===== src/rtl/pcm_pkg.sv =====
package pcm_pkg;

  localparam int unsigned NumLanes    = 3;
  localparam int unsigned DivSteps    = 4;
  localparam int unsigned BitsPerStep = 2;

  localparam int unsigned LaneRed   = 0;
  localparam int unsigned LaneGreen = 1;
  localparam int unsigned LaneBlue  = 2;

  localparam logic [7:0] Full           = 8'd255;
  localparam logic [8:0] FullDiv        = 9'd255;
  localparam logic [8:0] Levels         = 9'd256;
  localparam logic [7:0] JetRedOffset   = 8'd96;
  localparam logic [7:0] JetGreenOffset = 8'd32;
  localparam logic [7:0] JetBlueOffset  = 8'd224;
  localparam logic [7:0] JetRedFloor    = 8'd64;
  localparam logic [7:0] JetBlueCeil    = 8'd192;
  localparam logic [7:0] JetRise        = 8'd63;
  localparam logic [7:0] JetHoldEnd     = 8'd128;
  localparam logic [7:0] JetFallEnd     = 8'd191;
  localparam logic [7:0] JetFallBase    = 8'd127;

  typedef enum logic [1:0] {
    MODE_CONST = 2'd0,
    MODE_TEMP  = 2'd1,
    MODE_JET   = 2'd2
  } pcm_mode_e;

  typedef enum logic [2:0] {
    REG_MAP_MODE   = 3'd0,
    REG_TINT_RED   = 3'd1,
    REG_TINT_GREEN = 3'd2,
    REG_TINT_BLUE  = 3'd3,
    REG_RED_SPAN   = 3'd4,
    REG_GREEN_SPAN = 3'd5
  } pcm_reg_e;

  typedef struct packed {
    logic [15:0] rem;
    logic [8:0]  dvs;
    logic [7:0]  quo;
  } pcm_lane_t;

  typedef pcm_lane_t [NumLanes-1:0] pcm_lanes_t;

  function automatic pcm_lane_t lane_const(logic [7:0] value);
    pcm_lane_t l;
    l.rem = 16'd0;
    l.dvs = 9'd1;
    l.quo = value;
    return l;
  endfunction

  function automatic pcm_lane_t lane_div(logic [15:0] num, logic [8:0] dvs);
    pcm_lane_t l;
    l.rem = num;
    l.dvs = dvs;
    l.quo = 8'd0;
    return l;
  endfunction

  function automatic logic [7:0] jet_level(logic [7:0] d);
    logic [7:0] t;
    t = 8'd0;
    if (d < JetRise) begin
      t = d + 8'd1;
      return {t[5:0], 2'b00};
    end else if (d < JetHoldEnd) begin
      return Full;
    end else if (d < JetFallEnd) begin
      t = d - JetFallBase;
      return Full - {t[5:0], 2'b00};
    end
    return 8'd0;
  endfunction

endpackage


===== src/rtl/pcm_div_stage.sv =====
module pcm_div_stage import pcm_pkg::*; #(
  parameter int unsigned STEP = 0
) (
  input  logic       clk_i,
  input  logic       rst_ni,
  input  logic       valid_i,
  input  logic       advance_i,
  input  pcm_lanes_t lanes_i,
  output logic       valid_o,
  output pcm_lanes_t lanes_o
);

  localparam int TopBit = 7 - int'(BitsPerStep * STEP);

  pcm_lanes_t lanes_d;
  pcm_lanes_t lanes_q;
  logic       valid_q;

  always_comb begin
    logic [16:0] trial;
    trial   = 17'd0;
    lanes_d = lanes_i;
    for (int l = 0; l < NumLanes; l++) begin
      for (int j = 0; j < BitsPerStep; j++) begin
        trial = {8'd0, lanes_d[l].dvs} << (TopBit - j);
        if ({1'b0, lanes_d[l].rem} >= trial) begin
          lanes_d[l].rem              = lanes_d[l].rem - trial[15:0];
          lanes_d[l].quo[TopBit - j]  = 1'b1;
        end
      end
    end
  end

  always_ff @(posedge clk_i or negedge rst_ni) begin
    if (!rst_ni) begin
      valid_q <= 1'b0;
    end else if (advance_i) begin
      valid_q <= valid_i;
    end
  end

  always_ff @(posedge clk_i) begin
    if (advance_i) begin
      lanes_q <= lanes_d;
    end
  end

  assign valid_o = valid_q;
  assign lanes_o = lanes_q;

endmodule


===== src/rtl/pseudo_colour_mapper.sv =====
// Throughput: one item per cycle while out_stall_i is low; an input register, an operand
// and multiply stage, then four restoring divider stages of two quotient bits each.
// Stalls back up stage by stage, so empty stages still take items.
// Reset clears all valid bits and loads the register defaults (jet, full tints, spans 85).
module pseudo_colour_mapper import pcm_pkg::*; (
  input  logic       clk_i,
  input  logic       rst_ni,
  input  logic       cfg_valid_i,
  output logic       cfg_ready_o,
  input  logic [2:0] cfg_index_i,
  input  logic [7:0] cfg_data_i,
  input  logic       in_valid_i,
  output logic       in_stall_o,
  input  logic [7:0] intensity_i,
  output logic       out_valid_o,
  input  logic       out_stall_i,
  output logic [7:0] red_o,
  output logic [7:0] green_o,
  output logic [7:0] blue_o
);

  localparam int unsigned NumStages = DivSteps + 2;

  logic [1:0] map_mode_q;
  logic [7:0] tint_red_q, tint_green_q, tint_blue_q;
  logic [7:0] red_span_q, green_span_q;

  logic              s1_valid_q, s2_valid_q;
  logic [7:0]        x_q;
  logic [DivSteps-1:0] div_valid;
  logic [NumStages-1:0] vld;
  logic [NumStages:0]   rdy;
  pcm_lanes_t        st_lanes [DivSteps+1];
  pcm_lanes_t        lanes_d;
  pcm_lanes_t        lanes_q;

  logic [7:0]  mul_a [NumLanes];
  logic [7:0]  mul_b [NumLanes];
  logic [15:0] prod  [NumLanes];
  logic [8:0]  split;
  logic [7:0]  jet_r, jet_g, jet_b;

  assign cfg_ready_o = 1'b1;

  always_ff @(posedge clk_i or negedge rst_ni) begin
    if (!rst_ni) begin
      map_mode_q   <= MODE_JET;
      tint_red_q   <= 8'd255;
      tint_green_q <= 8'd255;
      tint_blue_q  <= 8'd255;
      red_span_q   <= 8'd85;
      green_span_q <= 8'd85;
    end else if (cfg_valid_i) begin
      unique case (cfg_index_i)
        REG_MAP_MODE:   map_mode_q   <= cfg_data_i[1:0];
        REG_TINT_RED:   tint_red_q   <= cfg_data_i;
        REG_TINT_GREEN: tint_green_q <= cfg_data_i;
        REG_TINT_BLUE:  tint_blue_q  <= cfg_data_i;
        REG_RED_SPAN:   red_span_q   <= cfg_data_i;
        REG_GREEN_SPAN: green_span_q <= cfg_data_i;
        default: ;
      endcase
    end
  end

  assign vld = {div_valid, s2_valid_q, s1_valid_q};
  assign rdy[NumStages] = !out_stall_i;
  for (genvar k = 0; k < NumStages; k++) begin : g_ready
    assign rdy[k] = !vld[k] || rdy[k+1];
  end
  assign in_stall_o = !rdy[0];

  always_ff @(posedge clk_i or negedge rst_ni) begin
    if (!rst_ni) begin
      s1_valid_q <= 1'b0;
      s2_valid_q <= 1'b0;
    end else begin
      if (rdy[0]) begin
        s1_valid_q <= in_valid_i;
      end
      if (rdy[1]) begin
        s2_valid_q <= s1_valid_q;
      end
    end
  end

  always_ff @(posedge clk_i) begin
    if (rdy[0]) begin
      x_q <= intensity_i;
    end
    if (rdy[1]) begin
      lanes_q <= lanes_d;
    end
  end

  assign st_lanes[0] = lanes_q;

  assign split = {1'b0, red_span_q} + {1'b0, green_span_q};

  always_comb begin
    mul_a[LaneRed]   = x_q;
    mul_a[LaneGreen] = x_q;
    mul_a[LaneBlue]  = x_q;
    mul_b[LaneRed]   = tint_red_q;
    mul_b[LaneGreen] = tint_green_q;
    mul_b[LaneBlue]  = tint_blue_q;
    if (map_mode_q == MODE_TEMP) begin
      mul_a[LaneGreen] = x_q - red_span_q;
      mul_a[LaneBlue]  = x_q - split[7:0];
      for (int l = 0; l < NumLanes; l++) begin
        mul_b[l] = Full;
      end
    end
  end

  for (genvar l = 0; l < NumLanes; l++) begin : g_mul
    assign prod[l] = {8'd0, mul_a[l]} * {8'd0, mul_b[l]};
  end

  assign jet_r = (x_q < JetRedFloor) ? 8'd0 : jet_level(x_q - JetRedOffset);
  assign jet_g = jet_level(x_q - JetGreenOffset);
  assign jet_b = (x_q >= JetBlueCeil) ? 8'd0 : jet_level(x_q - JetBlueOffset);

  always_comb begin
    lanes_d[LaneRed]   = lane_const(jet_r);
    lanes_d[LaneGreen] = lane_const(jet_g);
    lanes_d[LaneBlue]  = lane_const(jet_b);
    unique case (map_mode_q)
      MODE_CONST: begin
        for (int l = 0; l < NumLanes; l++) begin
          lanes_d[l] = lane_div(prod[l], FullDiv);
        end
      end
      MODE_TEMP: begin
        if (x_q < red_span_q) begin
          lanes_d[LaneRed]   = lane_div(prod[LaneRed], {1'b0, red_span_q});
          lanes_d[LaneGreen] = lane_const(8'd0);
          lanes_d[LaneBlue]  = lane_const(8'd0);
        end else if ({1'b0, x_q} < split) begin
          lanes_d[LaneRed]   = lane_const(Full);
          lanes_d[LaneGreen] = lane_div(prod[LaneGreen], {1'b0, green_span_q});
          lanes_d[LaneBlue]  = lane_const(8'd0);
        end else begin
          lanes_d[LaneRed]   = lane_const(Full);
          lanes_d[LaneGreen] = lane_const(Full);
          lanes_d[LaneBlue]  = lane_div(prod[LaneBlue], Levels - split);
        end
      end
      default: ;
    endcase
  end

  for (genvar g = 0; g < DivSteps; g++) begin : g_div
    pcm_div_stage #(
      .STEP(g)
    ) u_div_stage (
      .clk_i     (clk_i),
      .rst_ni    (rst_ni),
      .valid_i   (vld[g+1]),
      .advance_i (rdy[g+2]),
      .lanes_i   (st_lanes[g]),
      .valid_o   (div_valid[g]),
      .lanes_o   (st_lanes[g+1])
    );
  end

  assign out_valid_o = div_valid[DivSteps-1];
  assign red_o       = st_lanes[DivSteps][LaneRed].quo;
  assign green_o     = st_lanes[DivSteps][LaneGreen].quo;
  assign blue_o      = st_lanes[DivSteps][LaneBlue].quo;

  a_empty_output_takes_input: assert property (@(posedge clk_i) disable iff (!rst_ni)
    !out_valid_o |-> !in_stall_o)
    else $error("input stalled with empty output stage");

  a_free_output_flows: assert property (@(posedge clk_i) disable iff (!rst_ni)
    !out_stall_i |-> !in_stall_o)
    else $error("input stalled while output drains");

  a_division_complete: assert property (@(posedge clk_i) disable iff (!rst_ni)
    out_valid_o |->
      ({1'b0, st_lanes[DivSteps][LaneRed].rem} < {8'd0, st_lanes[DivSteps][LaneRed].dvs}) &&
      ({1'b0, st_lanes[DivSteps][LaneGreen].rem} < {8'd0, st_lanes[DivSteps][LaneGreen].dvs}) &&
      ({1'b0, st_lanes[DivSteps][LaneBlue].rem} < {8'd0, st_lanes[DivSteps][LaneBlue].dvs}))
    else $error("remainder not below divisor at output");

endmodule


===== config.mk =====
export PLATFORM = sky130hd
export DESIGN_NAME = pseudo_colour_mapper
export DESIGN_NICKNAME = d
export VERILOG_FILES = /design/src/rtl/pcm_pkg.sv /design/src/rtl/pcm_div_stage.sv /design/src/rtl/pseudo_colour_mapper.sv
export SDC_FILE = /design/constraint.sdc
export NUM_CORES = 1
export LEC_CHECK = 0
export BUFFER_PORTS_ARGS = -buffer_cell sky130_fd_sc_hd__buf_2
export CORE_ASPECT_RATIO = 0.8
export CORE_MARGIN = 5
export CORE_UTILIZATION = 55
export CTS_BUF_LIST = sky130_fd_sc_hd__clkbuf_4 sky130_fd_sc_hd__clkbuf_8
export DETAILED_ROUTE_END_ITERATION = 10
export PLACE_DENSITY_LB_ADDON = 0.12
export SLEW_MARGIN = 10
export SYNTH_ARGS = -nofsm -noshare
export SYNTH_HDL_FRONTEND = slang
export SYNTH_HIERARCHICAL = 1
export SYNTH_SLANG_ARGS = --single-unit
export TNS_END_PERCENT = 5

===== constraint.sdc =====
create_clock -name clk_i -period 10.07 [get_ports clk_i]
set_input_delay 2.014 -clock clk_i [delete_from_list [all_inputs] [get_ports clk_i]]
set_output_delay 2.014 -clock clk_i [all_outputs]
set_load 0.1 [all_outputs]

Word level (Yosys, flattened, before mapping)

Cells that the tools add are included.

Register bits after elaboration: 476
Input port bits: 24
Output and inout bits: 27
Word-level logic and storage cells: 230

Add/subtract/negate cells: 37
$mul: 3
$lt $le $gt $ge: 37
Eq/ne operators: 6
Muxes and demuxes: 49
Reduce and logical (&&, ||, !) cells: 22

Operator list:

| operator                                                   | count |
|---|---|
| 2-to-1 mux 16 bit                                          | 22 |
| 2-to-1 mux 99 bit                                          | 2 |
| one-hot mux 99 bit (2 select lines)                        | 1 |
| 2-to-1 mux 8 bit                                           | 14 |
| >= comparator 16 x 10 -> 1 bit                             | 3 |
| >= comparator 16 x 11 -> 1 bit                             | 3 |
| >= comparator 16 x 12 -> 1 bit                             | 3 |
| >= comparator 16 x 13 -> 1 bit                             | 3 |
| >= comparator 16 x 14 -> 1 bit                             | 3 |
| >= comparator 16 x 15 -> 1 bit                             | 3 |
| >= comparator 16 bit                                       | 3 |
| >= comparator 16 x 9 -> 1 bit                              | 3 |
| less-than comparator 8 bit, second input constant          | 6 |
| multiplier 8 x 8 -> 16 bit                                 | 3 |
| subtractor 16 x 10 -> 16 bit                               | 3 |
| subtractor 16 x 11 -> 16 bit                               | 3 |
| subtractor 16 x 12 -> 16 bit                               | 3 |
| subtractor 16 x 13 -> 16 bit                               | 3 |
| subtractor 16 x 14 -> 16 bit                               | 3 |
| subtractor 16 x 15 -> 16 bit                               | 3 |
| subtractor 16 bit                                          | 3 |
| less-than comparator 8 x 6 -> 1 bit, second input constant | 3 |
| 2-to-1 mux 24 bit                                          | 1 |
| subtractor 8 bit, first input constant                     | 3 |
| other kinds (22)                                           | 54 |

Depth between registers and ports, before layout

Gate-level depths: netlist (run 1).

Depth after elaboration: 9
Depth in mapped cells: 27
Mapped depth without buffers: 27

Modules after synthesis

Netlist (run 1), hierarchy kept.

By module, submodules not included:

| module                                | times used | cells each | area an instance (µm²) | seq. area each (µm²) |
|---|---|---|---|---|
| pseudo_colour_mapper                  | 1          | 1373       | 13748.2                | 4205.3 |
| pcm_div_stage at g_div[3].u_div_stage | 1          | 724        | 7274.5                 | 2997.9 |
| pcm_div_stage at g_div[2].u_div_stage | 1          | 640        | 6930.4                 | 2997.9 |
| pcm_div_stage at g_div[1].u_div_stage | 1          | 604        | 6632.6                 | 2997.9 |
| pcm_div_stage at g_div[0].u_div_stage | 1          | 546        | 6331.1                 | 2997.9 |

Worst setup path after synthesis (run 1)

No wires, ideal clock.

Kind: input port to flip-flop
Start point: input port out_stall_i
End point: register lanes_q[10] (netlist name), enable pin
Library setup time: 1.132 ns
Data arrival time: 7.516 ns
Required time: 8.938 ns
Slack: 1.422 ns
Stages on the path: 3
Buffers on the path: 0
Path through: nand3_1 nor2_1 nand3_1

Longest elaborated chain between the ends: 6

Ends and longest elaborated chain:

| element                       | line                       | RTL |
|---|---|---|
| start: declaration            | pseudo_colour_mapper.sv:16 | `input logic out_stall_i,` |
| logical NOT 1 bit             | pseudo_colour_mapper.sv:67 | `assign rdy[NumStages] = !out_stall_i;` |
| logical OR 1 bit (5 in a row) | pseudo_colour_mapper.sv:69 | `assign rdy[k] = !vld[k] \|\| rdy[k+1];` |
| via rdy[1]                    | pseudo_colour_mapper.sv:32 | `logic [NumStages:0] rdy;` |
| end signal: assignment        | pseudo_colour_mapper.sv:92 | `lanes_q <= lanes_d;` |
| end: declaration              | pseudo_colour_mapper.sv:35 | `pcm_lanes_t lanes_q;` |

The timed path passes the listed nets, and every way through them passes these cells.
A chain may end at the register's enable or synchronous reset.

==> out/results.ini, run 1 <==
[drt]
avgRoutedWirePerCell_um = 18.80
remaining_drc_errors = 0
wirelength_um = 87680
initialDrtViolationCount = 1988
ant_nets = 0
drtPass1Iterations = 6
viasPerCell = 5.862
vias = 27340

[sta]
fin_crit_sh = 0.7619
fmax_mhz = 130.3
hold_viol_final = 0
fin_crit_ns = 7.672
tightest_slew_ns = 1.204
rsz0062_at_grt = no
tns_ns = 0
setup_viol = 0
slew_violations = 0
skew_ns = 0.03139
relSlewSlack = 0.1977

[setup_path]
worst-endpoint-required_ns = 10.46
r2r_slack_ns = 2.40
r2r_end = lanes_q[96]
reg2regPathDepth = 24
worstPathArrival_ns = 8.06
cp-start-kind = flop
path_max_fanout = 8
r2r-start = red_span_q[0]
cp-end-kind = flop
critPathKind = flop to flop

[clock_tree]
cts_buffers = 82
htreeDepth = 3
holdBufCountCts = 0
cts_root_buf = clkbuf_8
cts_resized = 0
cts_sinks = 471
clk_latency_ns = 0.70
clk_pin_slew_ns = 0.06
clockBufferDepth = 3
cts_tree = yes
cts_setup_buffers = 0

[outcome]
outcome = finished, final reports clean

[yosys]
synthesis.area_mm2 = 0.03737
yosysWarnings = 6
syn_inst = 3612
syn_avg_cell_area_um2 = 10.35

[floorplan]
ioPinCount = 51
fp.dieW_um = 301.5
die_area_mm2 = 0.07330
core_mm2 = 0.06732
die_h_um = 243.2
fp-row-count = 85
initial_core_util = 0.5552

[cells_and_area]
final_core_util = 0.5989
drive_gt1_frac = 0.1251
fin_nets = 4194
syn2layout_area_growth_pct = 7.877

[global_route]
grt_max_degree = 73
grt_first_pass_wirelength_um = 142000
grt_overflow = 0
antenna_found_initial = 2
grt_use_total = 0.2375
grt_pass1_vias = 26860

[place]
gp_congestion = 0.9222
io_buffers = 49
dp_hpwl_um = 68820

[hold_path]
min_path_type = flop to flop
worstHoldPathCells = 0
hold_end = g_div[1].u_div_stage/lanes_o[73]
worstHoldStart = g_div[0].u_div_stage/lanes_o[73]

[flow_run]
drv_cap = 0

## metal layers
metal / global-route usage / part of all wire / up-vias
met5: 0 / 0 / -
met4: 0.06322 / 0.024 / 0
met3: 0.03368 / 0.053 / 139
met2: 0.3580 / 0.43 / 829
met1: 0.3610 / 0.49 / 13150
li1: - / - / 13230
## registers in the layout, indices dropped and copies added (netlist names)
register,cells
tint_red_q,8
green_span_q,8
red_span_q,8
tint_green_q,8
x_q,8
g_div.u_div_stage/lanes_o,321
s2_valid_q,1
map_mode_q,2
g_div.u_div_stage/valid_o,4
lanes_q,94
tint_blue_q,8
s1_valid_q,1
## layout by cell type (no fill, tap or decap), types with 33 or more instances in the layout
master    instances
edfxtp_1        423
inv_1           377
ha_1            351
nor2_1          266
nand2_1         225
o21ai_0         209
a21oi_1         204
fa_1            135
xnor2_1         127
mux2_2          102
a21o_1           92
clkbuf_8         84
nor2b_1          72
xor2_1           63
nand2b_1         55
o21a_1           53
buf_2            49
nor3_1           46
a31oi_1          39
a211oi_1         38
nand4_1          37
o31ai_1          35
dfstp_2          33
## cell type report
class / count / area [µm²]
Sequential cell: 471 / 13940
Clock inverter: 39 / 424.2
Clock buffer: 111 / 1359
Multi-Input combinational cell: 2682 / 21630
Fill cell: 5609 / 27000
Timing Repair Buffer: 69 / 395.4
Tap cell: 913 / 1142
Inverter: 378 / 1421
Antenna cell: 1 / 2.502
## critical path: stages, from the launching register on
cell and delay (ns):
dfstp_2 0.39, ha_1 0.24, fa_1 0.45, a211oi_2 0.33
nor2_1 0.13, o311ai_0 0.59, inv_1 0.19, ha_1 0.43
a21o_1 0.24, a31oi_1 0.17, o21ai_0 0.13, a211oi_2 0.57
nor2_1 0.14, fa_1 0.53, fa_1 0.50, fa_1 0.49
inv_1 0.05, fa_1 0.47, inv_1 0.04, ha_1 0.20
or4_1 0.47, a21oi_1 0.27, o31ai_1 0.12, xnor2_1 0.19
a31oi_1 0.06
## worst max-delay path by stage
stage,start,to,slack [ns],depth (start not counted)
3_3_place_gp,red_span_q[0],lanes_q[98],2.62,24
3_5_place_dp,red_span_q[0],lanes_q[98],2.49,24
4_1_cts,red_span_q[0],lanes_q[98],2.46,24
2_1_floorplan,out_stall_i,lanes_q[10],1.42,3
5_1_grt,red_span_q[0],lanes_q[98],2.12,24
6_report,red_span_q[0],lanes_q[96],2.40,24
## through the flow
step / setup slack, ns / hold slack (ns) / area (µm²) / instances
2_1_floorplan: 1.422 / 0.4003 / 37390 / 3615
3_3_place_gp: 2.624 / 0.4004 / 38530 / 4513
3_5_place_dp: 2.487 / 0.4045 / 38530 / 4513
4_1_cts: 2.458 / 0.4089 / 40320 / 4663
5_1_grt: 2.117 / 0.4128 / 40320 / 4664
6_report: 2.398 / 0.4009 / 40320 / 4664
Power of run 1 is left out: the tool's default activity adds up to more than one toggle a clock period on the data nets, which glitch-free logic cannot reach.
==> run 2, diff against run 1 <==
==> constraint.sdc (replaced) <==
create_clock -name clk_i -period 7.31 [get_ports clk_i]
set_input_delay 1.462 -clock clk_i [delete_from_list [all_inputs] [get_ports clk_i]]
set_output_delay 1.462 -clock clk_i [all_outputs]
set_load 0.1 [all_outputs]
==> run 2 against run 1 <==
  * Global-route usage grew 0.67 points
  * Routed wire length grew 2.6%
  * Final area grew 0.20%
  * Clock-buffer cell count grew 1
  * Register-to-register slack lost 2.1 ns
  * Cell count grew 0.21%
  * Via count grew 0.85%
  * Die area is the same
  * Fmax grew 9.4%
  * First-iteration DRC count shrank 8.0%
  * Core utilization grew 0.12 points
  * Setup slack lost 2.1 ns
  * Highest routed layer unchanged
==> out/results.ini, run 2 (synthesized netlist as in run 1, its figures left out) <==
[outcome]
outcome = finished, final reports clean

[drt]
wirelength_um = 89970
initialDrtViolationCount = 1828
ant_nets = 0
remaining_drc_errors = 0
avgRoutedWirePerCell_um = 19.25
drtPass1Iterations = 5
viasPerCell = 5.899
vias = 27570

[hold_path]
min_path_type = flop to flop
worstHoldStart = lanes_q[70]

[sta]
hold_viol_final = 0
relSlewSlack = 0.2304
setup_viol = 0
tightest_slew_ns = 1.154
fin_crit_ns = 7.012
fmax_mhz = 142.6
skew_ns = 0.04381
rsz0062_at_grt = yes
fin_worst_hold_slack_ns = 0.3958
fin_crit_sh = 0.9592
slew_violations = 0

[cells_and_area]
syn2layout_area_growth_pct = 8.098
fin_nets = 4203
largest_reg_flops = 321
final_common_cell = edfxtp_1
drive_gt1_frac = 0.1272
fillers = 5666
layout_common_cells = 423 x edfxtp_1, 377 x inv_1, 351 x ha_1

[clock_tree]
cts_tree = yes
htreeDepth = 3
clk_latency_ns = 0.69
clockBufferDepth = 3
cts_buffers = 82
clk_pin_slew_ns = 0.06
cts_sinks = 471
cts_root_buf = clkbuf_8

[global_route]
grt_max_degree = 77
grt_pass1_vias = 26840
grt_use_total = 0.2442
grt_overflow = 0
grt_first_pass_wirelength_um = 145000
antenna_found_initial = 2

[floorplan]
fp-row-count = 85
core_mm2 = 0.06732
die_area_mm2 = 0.07330
initial_core_util = 0.5552
die_h_um = 243.2
ioPinCount = 51
fp.dieW_um = 301.5

[setup_path]
worstPathArrival_ns = 7.52
cp-end-kind = flop
cp-start-kind = flop
r2r-start = red_span_q[0]
critPathLaunch = red_span_q[0]
worst-endpoint-required_ns = 7.82
path_max_fanout = 5
critPathKind = flop to flop

[place]
io_buffers = 49
gp_congestion = 0.9166
dp_hpwl_um = 70550

[flow_run]
drv_cap = 0

==> run 2: changes by cell type in the layout (fill, tap and decap cells not counted), moves of 2 or more <==
cell	change
buf_4	+9
clkbuf_8	+2
clkinv_1	+2
clkinvlp_4	-2
==> run 2: worst paths after layout <==
path | to | cells after the start | slack [ns]
hold reg to reg | g_div[0].u_div_stage/lanes_o[70] | 0 | 0.40
setup / recovery | lanes_q[97] | 27 | 0.30
setup reg to reg | lanes_q[97] | 27 | 0.30
hold / removal | g_div[0].u_div_stage/lanes_o[70] | 0 | 0.40
max in group asynchronous | s1_valid_q | 2 | 5.95
min in group asynchronous | green_span_q[1] | 2 | 0.88
==> run 2: metal layers <==
layer  track usage  vias to the layer above  part of all wire
met1        0.3713                    13370              0.48
li1              -                    13260                 -
met4       0.05969                        0             0.021
met3       0.03726                      127             0.057
met2        0.3687                      817              0.44
met5             0                        -                 0
==> run 2: timing repair <==
action / in CTS / in global routing
setup endpoints to repair: 0 / 6
gates resized for setup: 0 / 4
hold buffers: 0 / 0
buffers inserted: 0 / 2
==> run 2: worst max-delay path, cell delays in order, from the launching register on <==
cell and delay (ns):
dfstp_2 0.39, ha_1 0.24, fa_1 0.45, a211oi_2 0.29, nor2_1 0.13, nor2_1 0.20, inv_1 0.08, ha_1 0.25
or2_1 0.28, nor3_2 0.33, nor4_1 0.12, o21ai_2 0.21, nand2_1 0.11, fa_1 0.54, inv_1 0.06, fa_1 0.53
inv_1 0.05, fa_1 0.47, inv_1 0.05, fa_1 0.48, inv_1 0.04, ha_1 0.37, o21ai_0 0.14, nand2b_1 0.09
a21oi_1 0.10, or3_1 0.38, and3b_1 0.19, a311oi_1 0.22
==> run 2: stage by stage <==
| stage | cell area [µm²] | setup slack (ns) | cells | utilization | setup TNS (ns) |
|---|---|---|---|---|---|
| 6_report | 40400 | 0.2984 | 4674 | 0.6001 | 0 |
| 5_1_grt | 40400 | -0.07842 | 4674 | 0.6001 | -0.1099 |
| 4_1_cts | 40360 | 0.1173 | 4670 | 0.5995 | 0 |
| 3_5_place_dp | 38590 | 0.1519 | 4520 | 0.5732 | 0 |
| 3_3_place_gp | 38590 | 0.2590 | 4520 | 0.5732 | 0 |
| 2_1_floorplan | 37390 | -0.3491 | 3615 | - | -24.79 |
==> run 2: area by class of cell <==
class,instances,area [µm²],area share
Multi-Input combinational cell,2682,21650,0.5359
Sequential cell,471,13940,0.3452
Inverter,378,1421,0.03518
Clock buffer,112,1379,0.03413
Tap cell,913,1142,0.02828
Timing Repair Buffer,78,462.9,0.01146
Clock inverter,38,394.1,0.009755
Antenna cell,2,5.005,0.0001239
Power of run 2 is left out for the same reason.
